`config.mk`:
```
export PLATFORM = sky130hd
export DESIGN_NAME = uart_transceiver_rx_fifo
export DESIGN_NICKNAME = d
export VERILOG_FILES = /design/src/rtl/core/utrf_pkg.sv /design/src/rtl/core/utrf_ring.sv /design/src/rtl/core/uart_transceiver_rx_fifo.sv
export SDC_FILE = /design/constraint.sdc
export NUM_CORES = 1
export LEC_CHECK = 0
export ABC_CLOCK_PERIOD_IN_PS = 11000
export BUFFER_PORTS_ARGS = -buffer_cell sky130_fd_sc_hd__buf_2
export CORE_ASPECT_RATIO = 1.4
export CORE_MARGIN = 10
export CORE_UTILIZATION = 60
export CTS_CLUSTER_DIAMETER = 200
export DETAILED_ROUTE_END_ITERATION = 8
export PLACE_DENSITY = 0.9
export SLEW_MARGIN = 5
export SYNTH_ARGS = -nofsm -noshare
export SYNTH_HDL_FRONTEND = slang
export SYNTH_SLANG_ARGS = --single-unit
```
`constraint.sdc`:
```
create_clock -name clk -period 11 [get_ports clk]
set_input_delay 1.65 -clock clk [delete_from_list [all_inputs] [get_ports clk]]
set_output_delay 1.65 -clock clk [all_outputs]
set_load 0.01 [all_outputs]
```
`src/rtl/core/utrf_pkg.sv`:
```
`timescale 1ns / 1ps
// Shared types and constants for the UART transceiver with receive ring.
// No dependencies; imported by utrf_ring and uart_transceiver_rx_fifo.
package utrf_pkg;

    localparam int BYTE_W = 8;
    localparam int CFG_W  = 16;

    localparam logic [CFG_W-1:0] BIT_PERIOD_RESET = 16'd16;

    // transmit slots: 0 start, 1..8 data, 9..10 stop
    localparam logic [3:0] TX_LAST_SLOT = 4'd10;
    localparam logic [3:0] TX_LAST_DATA = 4'd8;
    localparam logic [3:0] RX_DATA_BITS = 4'd8;

    typedef enum logic [3:0] {
        RX_IDLE = 4'b0001,
        RX_DATA = 4'b0010,
        RX_HOLD = 4'b0100,
        RX_STOP = 4'b1000
    } rx_phase_t;

    // per-tick command into the ring
    typedef struct packed {
        logic step;
        logic pop;
        logic push;
    } ring_cmd_t;

    // ring status toward the top level
    typedef struct packed {
        logic available;
        logic full;
        logic rd_valid;
        logic dropped;
    } ring_stat_t;

endpackage

```
`src/rtl/core/utrf_ring.sv`:
```
`timescale 1ns / 1ps
// Receive ring: byte memory with head/tail pointers, one slot kept free.
// Depends on utrf_pkg for the command and status structs.
module utrf_ring
    import utrf_pkg::*;
#(
    parameter int RING_DEPTH = 16
)
(
    input  logic              clk,
    input  logic              rst_n,
    input  ring_cmd_t         cmd,
    input  logic [BYTE_W-1:0] push_data,
    output ring_stat_t        stat,
    output logic [BYTE_W-1:0] rd_data
);

    localparam int IW = (RING_DEPTH > 1) ? $clog2(RING_DEPTH) : 1;
    localparam logic [IW-1:0] LAST_IDX = IW'(RING_DEPTH - 1);

    logic [BYTE_W-1:0] mem [RING_DEPTH];
    logic [IW-1:0]     head_reg, tail_reg;
    logic [IW-1:0]     head_inc, tail_inc;
    logic              empty, full;
    logic              pop_ok, push_ok;
    logic              rd_valid_reg, dropped_reg;
    logic [BYTE_W-1:0] rd_data_reg;

    assign head_inc = (head_reg == LAST_IDX) ? '0 : head_reg + 1'b1;
    assign tail_inc = (tail_reg == LAST_IDX) ? '0 : tail_reg + 1'b1;
    assign empty    = (head_reg == tail_reg);
    assign full     = (head_inc == tail_reg);
    assign pop_ok   = cmd.step && cmd.pop && !empty;
    assign push_ok  = cmd.step && cmd.push && !full;

    always_ff @(posedge clk or negedge rst_n)
    begin
        if (!rst_n)
        begin
            head_reg     <= '0;
            tail_reg     <= '0;
            rd_valid_reg <= 1'b0;
            dropped_reg  <= 1'b0;
        end
        else if (cmd.step)
        begin
            if (push_ok)
                head_reg <= head_inc;
            if (pop_ok)
                tail_reg <= tail_inc;
            rd_valid_reg <= pop_ok;
            dropped_reg  <= cmd.push && full;
        end
    end

    // memory and read data: no reset
    always_ff @(posedge clk)
    begin
        if (push_ok)
            mem[head_reg] <= push_data;
        if (cmd.step)
            rd_data_reg <= pop_ok ? mem[tail_reg] : '0;
    end

    assign stat.available = !empty;
    assign stat.full      = full;
    assign stat.rd_valid  = rd_valid_reg;
    assign stat.dropped   = dropped_reg;
    assign rd_data        = rd_data_reg;

`ifndef SYNTHESIS
    a_empty_pop_zero: assert property (@(posedge clk) disable iff (!rst_n)
        cmd.step && cmd.pop && empty |=> !rd_valid_reg && (rd_data_reg == '0))
        else $error("pop of empty ring returned data");
    a_push_fills: assert property (@(posedge clk) disable iff (!rst_n)
        push_ok |=> !empty)
        else $error("ring empty after accepted push");
    a_drop_when_full: assert property (@(posedge clk) disable iff (!rst_n)
        dropped_reg |-> $past(full))
        else $error("byte dropped while ring had room");
    a_full_not_empty: assert property (@(posedge clk) disable iff (!rst_n)
        !full || !empty)
        else $error("ring full and empty at once");
`endif

endmodule

```
`src/rtl/core/uart_transceiver_rx_fifo.sv`:
```
`timescale 1ns / 1ps
// Top level: UART transceiver, 8 data bits, no parity, two stop bits, with receive ring.
// Depends on utrf_pkg and utrf_ring.

// Each input beat is one time-base tick carrying the sampled receive line, a
// transmit request with its byte, and a ring pop. The block takes one beat per
// clock cycle as long as the result side keeps up: a beat lands in an input
// register, logic updates the transmitter, receiver and ring, and the result
// beat sits in a result register. A stalled result holds the whole state;
// the input register still takes one more beat. bit_period (ticks per serial
// bit) is written through cfg_we/cfg_wdata; the user must write it only while
// no beat is in flight, which the block itself does not enforce. Only
// its low TIMER_WIDTH bits count. The transmitter sends a low start bit, eight
// data bits LSB first and two high stop bits. The receiver arms on a low line,
// samples 1.5 bit periods later and then every bit period for eight bits,
// pushes the byte one period after the last sample and ignores the line for
// one more period. The ring holds RING_DEPTH-1 bytes; a byte that arrives when
// it is full is dropped and rx_dropped flags that tick. The ring needs no
// clearing pass after reset.
module uart_transceiver_rx_fifo
    import utrf_pkg::*;
#(
    parameter int RING_DEPTH  = 16,
    parameter int TIMER_WIDTH = 16
)
(
    input  logic             clk,
    input  logic             rst_n,
    input  logic             cfg_we,
    input  logic [CFG_W-1:0] cfg_wdata,
    input  logic             s_axis_tvalid,
    output logic             s_axis_tready,
    // [0] rx_line, [1] tx_start, [9:2] tx_byte, [10] rx_pop, [15:11] zero
    input  logic [15:0]      s_axis_tdata,
    output logic             m_axis_tvalid,
    input  logic             m_axis_tready,
    // [0] tx_line, [1] tx_busy, [9:2] read_data, [10] read_valid,
    // [11] rx_available, [12] rx_dropped, [15:13] zero
    output logic [15:0]      m_axis_tdata
);

    localparam int TW = TIMER_WIDTH;

    // configuration
    logic [CFG_W-1:0] bit_period_reg;
    logic [TW-1:0]    period;

    // input register
    logic              in_valid_reg;
    logic              in_rx_reg, in_start_reg, in_pop_reg;
    logic [BYTE_W-1:0] in_byte_reg;
    logic              out_valid_reg;
    logic              fire;

    // receiver
    rx_phase_t         rx_phase_reg, rx_phase_next;
    logic [TW:0]       rx_timer_reg, rx_timer_next, rx_timer_dec;
    logic [3:0]        rx_bits_reg, rx_bits_next;
    logic [BYTE_W-1:0] rx_shift_reg, rx_shift_next;
    logic              rx_push;

    // transmitter
    logic              tx_active_reg, tx_active_next;
    logic [TW-1:0]     tx_timer_reg, tx_timer_next, tx_timer_dec;
    logic [3:0]        tx_slot_reg, tx_slot_next, tx_slot_inc;
    logic [BYTE_W-1:0] tx_shift_reg, tx_shift_next;
    logic              tx_level_reg, tx_level_next;

    ring_cmd_t         ring_cmd;
    ring_stat_t        ring_stat;
    logic [BYTE_W-1:0] ring_rd_data;

    // fit the configured period to the timer width
    generate
        if (TW > CFG_W)
        begin : g_period_wide
            assign period = {{(TW - CFG_W){1'b0}}, bit_period_reg};
        end
        else if (TW == CFG_W)
        begin : g_period_same
            assign period = bit_period_reg;
        end
        else
        begin : g_period_narrow
            assign period = bit_period_reg[TW-1:0];
        end
    endgenerate

    always_ff @(posedge clk or negedge rst_n)
    begin
        if (!rst_n)
            bit_period_reg <= BIT_PERIOD_RESET;
        else if (cfg_we)
            bit_period_reg <= cfg_wdata;
    end

    // Advance one tick when the input register holds a beat and the result
    // register is free or being drained this cycle.
    assign fire          = in_valid_reg && (!out_valid_reg || m_axis_tready);
    assign s_axis_tready = !in_valid_reg || fire;

    always_ff @(posedge clk or negedge rst_n)
    begin
        if (!rst_n)
        begin
            in_valid_reg  <= 1'b0;
            out_valid_reg <= 1'b0;
        end
        else
        begin
            if (s_axis_tready)
                in_valid_reg <= s_axis_tvalid;
            if (fire)
                out_valid_reg <= 1'b1;
            else if (m_axis_tready)
                out_valid_reg <= 1'b0;
        end
    end

    always_ff @(posedge clk)
    begin
        if (s_axis_tready && s_axis_tvalid)
        begin
            in_rx_reg    <= s_axis_tdata[0];
            in_start_reg <= s_axis_tdata[1];
            in_byte_reg  <= s_axis_tdata[9:2];
            in_pop_reg   <= s_axis_tdata[10];
        end
    end

    // Receiver: arm on a low line, count down to each sample point.
    assign rx_timer_dec = (rx_timer_reg != '0) ? rx_timer_reg - 1'b1 : '0;

    always_comb
    begin
        rx_phase_next = rx_phase_reg;
        rx_timer_next = rx_timer_reg;
        rx_bits_next  = rx_bits_reg;
        rx_shift_next = rx_shift_reg;
        rx_push       = 1'b0;
        unique case (rx_phase_reg)
            RX_IDLE:
            begin
                if (!in_rx_reg)
                begin
                    rx_phase_next = RX_DATA;
                    rx_timer_next = {1'b0, period} + {2'b00, period[TW-1:1]};
                    rx_bits_next  = '0;
                    rx_shift_next = '0;
                end
            end
            RX_DATA:
            begin
                rx_timer_next = rx_timer_dec;
                if (rx_timer_dec == '0)
                begin
                    rx_shift_next = {in_rx_reg, rx_shift_reg[BYTE_W-1:1]};
                    rx_bits_next  = rx_bits_reg + 1'b1;
                    rx_timer_next = {1'b0, period};
                    if (rx_bits_next >= RX_DATA_BITS)
                        rx_phase_next = RX_HOLD;
                end
            end
            RX_HOLD:
            begin
                rx_timer_next = rx_timer_dec;
                if (rx_timer_dec == '0)
                begin
                    rx_push       = 1'b1;
                    rx_timer_next = {1'b0, period};
                    rx_phase_next = RX_STOP;
                end
            end
            RX_STOP:
            begin
                rx_timer_next = rx_timer_dec;
                if (rx_timer_dec == '0)
                    rx_phase_next = RX_IDLE;
            end
            default:
            begin
                rx_phase_next = RX_IDLE;
            end
        endcase
    end

    // Transmitter: slot 0 start, 1..8 data LSB first, 9..10 stop.
    assign tx_timer_dec = (tx_timer_reg != '0) ? tx_timer_reg - 1'b1 : '0;
    assign tx_slot_inc  = tx_slot_reg + 1'b1;

    always_comb
    begin
        tx_active_next = tx_active_reg;
        tx_timer_next  = tx_timer_reg;
        tx_slot_next   = tx_slot_reg;
        tx_shift_next  = tx_shift_reg;
        tx_level_next  = tx_level_reg;
        if (!tx_active_reg)
        begin
            if (in_start_reg)
            begin
                tx_active_next = 1'b1;
                tx_shift_next  = in_byte_reg;
                tx_slot_next   = '0;
                tx_level_next  = 1'b0;
                tx_timer_next  = period;
            end
        end
        else
        begin
            tx_timer_next = tx_timer_dec;
            if (tx_timer_dec == '0)
            begin
                tx_slot_next  = tx_slot_inc;
                tx_timer_next = period;
                if (tx_slot_inc > TX_LAST_SLOT)
                begin
                    tx_active_next = 1'b0;
                    tx_slot_next   = '0;
                    tx_level_next  = 1'b1;
                end
                else if (tx_slot_inc <= TX_LAST_DATA)
                begin
                    tx_level_next = tx_shift_reg[0];
                    tx_shift_next = {1'b0, tx_shift_reg[BYTE_W-1:1]};
                end
                else
                begin
                    tx_level_next = 1'b1;
                end
            end
        end
    end

    always_ff @(posedge clk or negedge rst_n)
    begin
        if (!rst_n)
        begin
            rx_phase_reg  <= RX_IDLE;
            rx_timer_reg  <= '0;
            rx_bits_reg   <= '0;
            rx_shift_reg  <= '0;
            tx_active_reg <= 1'b0;
            tx_timer_reg  <= '0;
            tx_slot_reg   <= '0;
            tx_shift_reg  <= '0;
            tx_level_reg  <= 1'b1;
        end
        else if (fire)
        begin
            rx_phase_reg  <= rx_phase_next;
            rx_timer_reg  <= rx_timer_next;
            rx_bits_reg   <= rx_bits_next;
            rx_shift_reg  <= rx_shift_next;
            tx_active_reg <= tx_active_next;
            tx_timer_reg  <= tx_timer_next;
            tx_slot_reg   <= tx_slot_next;
            tx_shift_reg  <= tx_shift_next;
            tx_level_reg  <= tx_level_next;
        end
    end

    // Pop and push both see the ring as it stood at the start of the tick.
    assign ring_cmd.step = fire;
    assign ring_cmd.pop  = in_pop_reg;
    assign ring_cmd.push = rx_push;

    utrf_ring #(
        .RING_DEPTH (RING_DEPTH)
    ) u_ring (
        .clk       (clk),
        .rst_n     (rst_n),
        .cmd       (ring_cmd),
        .push_data (rx_shift_next),
        .stat      (ring_stat),
        .rd_data   (ring_rd_data)
    );

    // State only moves on a tick, so the registers themselves form the result beat.
    assign m_axis_tvalid = out_valid_reg;
    assign m_axis_tdata  = {3'b000, ring_stat.dropped, ring_stat.available,
                            ring_stat.rd_valid, ring_rd_data, tx_active_reg, tx_level_reg};

`ifndef SYNTHESIS
    a_idle_line_high: assert property (@(posedge clk) disable iff (!rst_n)
        !tx_active_reg |-> tx_level_reg)
        else $error("tx line low while transmitter idle");
    a_tx_slot_range: assert property (@(posedge clk) disable iff (!rst_n)
        tx_slot_reg <= TX_LAST_SLOT)
        else $error("transmit slot past last stop bit");
    a_rx_bits_range: assert property (@(posedge clk) disable iff (!rst_n)
        rx_bits_reg <= RX_DATA_BITS)
        else $error("receiver sampled more than eight bits");
    a_stall_holds_state: assert property (@(posedge clk) disable iff (!rst_n)
        m_axis_tvalid && !m_axis_tready |=> $stable(tx_timer_reg) && $stable(rx_timer_reg))
        else $error("state advanced while result stalled");
`endif

endmodule
```
==> impl_metrics.ini, run 1 <==
[outcome]
status = finished clean

[worst_setup_path]
worstPathMaxFanout = 11
critPathBufInv = 0
cp_slowest_stage_delay_ns = 1.01
cp_data_required_time_ns = 11.12
regToRegEndpoint = u_ring.mem[0][3]
setup.worst_path.class = reg2reg
worstSetupStartpoint = rx_timer_reg[3]
endpoint = u_ring.mem[0][3]
worst_ep_arrival_time_ns = 5.05
r2r-start = rx_timer_reg[3]
cpLargestDelayFamily = simple AND/OR/NAND/NOR gates
critPathCaptureType = register
worst-path-stages = 8
worst_setup_path_start_kind = register
rr_worst_depth = 8
cpMaxStageDelayCell = nor3_1
crit_chain = or4_1, or3_1, o41ai_2, o2111ai_1, o31a_1, nor4_4, nand2_1, nor3_1
rrSetupSlack_ns = 6.06

[grt]
grt_max_degree = 72
grt_pass1_wl_mm = 46.2
grt_pass1_vias = 8744
track_usage = 0.214
overflow = 0
antenna_found_initial = 0

[timing]
period_minus_slack_ns = 4.94
setup_tns_ns = 0
skew_ns = 0.0174
slew_viol_final = 0
worst_pin_slew_ns = 1.28
min_period_over_period = 0.449
fmax_mhz = 203
final-setup-viol-count = 0
hold_violations = 0
relSlewSlack = 0.142
rsz0062_at_grt = no

[route]
drc = 0
routed_wirelength_mm = 28.6
firstDrtPassIters = 6
vias = 8676
ant_nets = 0
via_per_inst = 6.68
wl_per_cell_um = 22.1
drtIter0Drc = 935

[placement]
place_inst = 1257
hpwlAfterDp_mm = 19.9
io_buffers = 46
gp_congestion = 0.936
dpl_cell_area_um2 = 12200

[final_layout]
fin_area_um2 = 12900
syn2layout_area_growth_pct = 8.70
nets = 1099
largest_register_ffs = 128
fill_cells = 1362
diodes = 0
fin_cells = 1298
drive_above_1_share = 0.138

[clocking]
worstSkewPairLatency_ns = 0.52
cts_hold_buf = 0
post-cts-setup-buffer-count = 0
clk_pin_slew_worst_paths_ns = 0.06
tritoncts = yes
ctsLongestPathBuffers = 3
cts_resized = 0
cts_buffers = 23
htreeDepth = 1
clkSinkCount = 238
root_buffer = clkbuf_16

[synthesis]
synth_top_area_share = 0.372
yosysWarnings = 0
synth_edf_count = 147
synth_common_cells = edfxtp_1, dfrtp_1, nor2_1, nand2_1, o21ai_0
synthTopCellsByArea = edfxtp_1, dfrtp_1, mux4_2
async_flop_share = 0.382
yosysTopAreaCell = edfxtp_1
synthCells = 1013
synth_seq_area_share = 0.564
yosysMostFrequentCell = edfxtp_1
avgSynthCellArea_um2 = 11.7
synth-seq-cells = 238
syn-cell-area_um2 = 11900
synth-main-ff-cell = edfxtp_1
synthDistinctLibCells = 81

[power]
fin_total_pwr_mw = 2.71
ir_worst_vdd_mv = 0.179
p_leak_nw = 4.73
power_density_nw_per_um2 = 210

[flow_run]
cap_violations = 0

[floorplan]
rows = 60
io-pin-count = 55
start_util = 0.613
coreArea_um2 = 19400
die_w_um = 139
die-area_um2 = 25900
die_y_um = 186

[worst_hold_path]
hp-class = reg2reg
hp-start = in_valid_reg
-- cell usage in the layout (no fill, tap or decap), drive strengths merged, types with 11 or more instances in the layout --
| master | Yosys | final |
|---|---|---|
| dfrtp | 88 | 88 |
| o21ai | 72 | 72 |
| nand2b | 12 | 12 |
| mux4 | 19 | 19 |
| nor3 | 25 | 25 |
| edfxtp | 147 | 147 |
| xnor2 | 21 | 21 |
| inv | 31 | 33 |
| nor2 | 76 | 76 |
| o22ai | 19 | 19 |
| xor2 | 11 | 11 |
| buf | 17 | 56 |
| mux2 | 16 | 16 |
| nor4 | 17 | 17 |
| ha | 27 | 27 |
| clkbuf | 45 | 29 |
| nand2 | 69 | 69 |
| a22o | 21 | 21 |
| mux2i | 25 | 25 |
| nand3 | 20 | 20 |
| or3 | 14 | 14 |
| a21oi | 57 | 57 |
-- per-stage QoR --
stage | hold slack (ns) | worst slack (ns) | utilization
2_1_floorplan | 0.448 | 7.08 | -
3_3_place_gp | 0.466 | 6.02 | 0.631
3_5_place_dp | 0.483 | 5.86 | 0.631
4_1_cts | 0.498 | 6.14 | 0.666
5_1_grt | 0.518 | 5.84 | 0.666
6_report | 0.496 | 6.06 | 0.666
-- worst register-to-register path: cells and delay by family, from the launching register on --
kind	cells	cell delay, ns
simple gates	5	3.04
compound gates	3	1.01
flops	1	0.50
-- worst min-delay path by stage --
stage                     endpoint  slack (ns)  cells past startpoint
3_3_place_gp         m_axis_tvalid        0.47                      1
5_1_grt              m_axis_tvalid        0.52                      1
6_report             m_axis_tvalid        0.50                      1
2_1_floorplan  u_ring.rd_valid_reg        0.45                      2
3_5_place_dp         m_axis_tvalid        0.48                      1
4_1_cts              m_axis_tvalid        0.50                      1
-- cells by family (layout without fill, tap and decap cells) --
family / after synthesis / in the layout / share of synthesized area
other cells: 1 / 3 / 0.000316
buf+inv: 94 / 129 / 0.0329
compound gates: 269 / 269 / 0.151
flops: 238 / 238 / 0.564
xor+xnor: 32 / 32 / 0.0236
simple gates: 291 / 291 / 0.126
fa+ha+maj: 28 / 28 / 0.0301
mux: 60 / 60 / 0.0723
-- power by group --
group          leakage [nW]  total (mW)  internal (mW)  switching, mW
clock network         0.313       0.713          0.388          0.325
registers              2.44        1.22           1.04          0.180
logic                  1.98       0.779          0.317          0.461
total                  4.73        2.71           1.74          0.966
-- cell type report --
class,count,area [µm²],share of cell area
Clock buffer,29,598,0.0464
Clock inverter,12,77.6,0.00601
Inverter,32,120,0.00931
Multi-Input combinational cell,683,4790,0.371
Sequential cell,238,6700,0.519
Tap cell,248,310,0.0240
Timing Repair Buffer,56,308,0.0239
-- layer usage --
layer  GRT usage  share of wire  vias up  wire length (µm)
met1       0.242           0.37     4280             10500
met3      0.0302          0.058       84              1660
li1            -              -     3915                 -
met2       0.384           0.53      397             15100
met5           0              0        -                 0
met4       0.109          0.048        0              1360
No activity file was read; power rests on OpenSTA's default activity.
==> run 2: changes to the inputs <==
- ABC_CLOCK_PERIOD_IN_PS: 11000 -> 4100
- CORE_UTILIZATION: 60 -> 56
- PLACE_DENSITY: 0.9 -> 0.89
- clock period: 11 -> 4.1 ns (I/O delays scaled with it)
==> impl_metrics.ini, run 2 (same netlist as run 1, synthesis figures left out) <==
[outcome]
status = finished clean

[placement]
place_inst = 1313
dpl_cell_area_um2 = 12600
gp_congestion = 0.965
io_buffers = 46
post-place-ws_ns = 0.264
hpwlAfterDp_mm = 20.7

[final_layout]
drive_above_1_share = 0.177
fin_area_um2 = 13400
nets = 1143
syn2layout_area_growth_pct = 12.6
final_util = 0.635
fin_cells = 1354
largest_register_ffs = 128
final_cell_mix = edfxtp_1, dfrtp_1, nor2_1
final_common_cell = edfxtp_1
diodes = 0

[flow_run]
cap_violations = 0

[route]
drc = 0
drtIter0Drc = 911
ant_nets = 0
via_per_inst = 6.58
vias = 8905
firstDrtPassIters = 5
wl_per_cell_um = 22.1
routed_wirelength_mm = 29.9

[clocking]
post-cts-setup-buffer-count = 0
cts_resized = 0
root_buffer = clkbuf_16
cts_hold_buf = 0
clkSinkCount = 238
htreeDepth = 1
tritoncts = yes
cts_buffers = 23
worstSkewPairLatency_ns = 0.51
ctsLongestPathBuffers = 3
clk_pin_slew_worst_paths_ns = 0.07

[floorplan]
rows = 63
die_y_um = 192
die_w_um = 143
io-pin-count = 55
coreArea_um2 = 21000
die-area_um2 = 27500
start_util = 0.564

[timing]
period_minus_slack_ns = 3.80
finalWorstSetupSlack_ns = 0.298
worst_pin_slew_ns = 1.09
fmax_mhz = 263
rsz0062_at_grt = no
final-setup-viol-count = 0
skew_ns = 0.0201
relSlewSlack = 0.272
setup_tns_ns = 0
slew_viol_final = 0
min_period_over_period = 0.927
hold_violations = 0
whs_ns = 0.228

[worst_setup_path]
worstSetupStartpoint = rx_timer_reg[4]
worst_setup_path_start_kind = register
cp_slowest_stage_delay_ns = 0.66
crit_chain = or4_1, or3_1, buf_4, a41oi_1, o21a_1, o21ai_1, and2_1, o21ai_1, a22o_1
setup.worst_path.class = reg2reg
r2r-start = rx_timer_reg[4]
critPathCaptureType = register
worst_path_most_repeated_cell = o21ai_1
cpMaxStageDelayCell = or4_1
cp_data_required_time_ns = 4.31
worstPathMaxFanout = 16
worst_ep_arrival_time_ns = 4.01

[power]
fin_total_pwr_mw = 7.69
power_density_nw_per_um2 = 575
ir_worst_vdd_mv = 0.400
p_leak_nw = 5.02

[grt]
antenna_found_initial = 0
grt_max_degree = 65
grt_pass1_vias = 9061
overflow = 0
grt_pass1_wl_mm = 48.0
track_usage = 0.217

[worst_hold_path]
hp-class = in2async
==> run 2: cell types whose count changed in the layout (fill, tap and decap cells not counted) <==
cell        before  now
clkbuf_1         6    1
inv_6            2    1
buf_4           11   55
clkinvlp_4       4    1
bufinv_16        0    4
clkinv_4         1    2
clkinv_2         1    4
clkinv_8         0    1
clkbuf_8         0    1
clkinvlp_2       1    0
==> run 2: layer usage <==
layer  GRT usage  routed length (µm)
met5           0                   0
met4       0.104                1520
met3      0.0315                1660
met2       0.398               15900
met1       0.240               10800
==> run 2: worst max-delay path: cells and delay by family (launching register included) <==
| family | cells | cell delay [ns] |
|---|---|---|
| AND/OR/NAND/NOR | 3 | 1.24 |
| AO/OA/AOI/OAI | 5 | 1.61 |
| flip-flops | 1 | 0.47 |
| buffers and inverters | 1 | 0.19 |
==> run 2: area by class of cell <==
| type | count | area, µm² |
|---|---|---|
| fillers | 1508 | 7680 |
| flip-flops and latches | 238 | 6700 |
| multi-input cells | 683 | 4790 |
| repair buffers | 100 | 638 |
| clock buffers | 25 | 593 |
| well taps | 260 | 325 |
| clock inverters | 16 | 201 |
| inverters | 32 | 120 |
==> run 2: final timing paths <==
check,endpoint,slack [ns],depth (start not counted)
max,u_ring.mem[7][4],0.30,9
min,tx_timer_reg[7],0.23,1
max reg2reg,u_ring.mem[7][4],0.30,9
min reg2reg,m_axis_tvalid,0.50,1
max in group asynchronous,tx_timer_reg[5],2.95,2
min in group clk,in_byte_reg[6],0.29,1
==> run 2: power breakdown <==
| group | switching [mW] | total (mW) | internal [mW] |
|---|---|---|---|
| clock network | 0.925 | 2.23 | 1.31 |
| logic | 1.29 | 2.23 | 0.935 |
| registers | 0.442 | 3.23 | 2.79 |
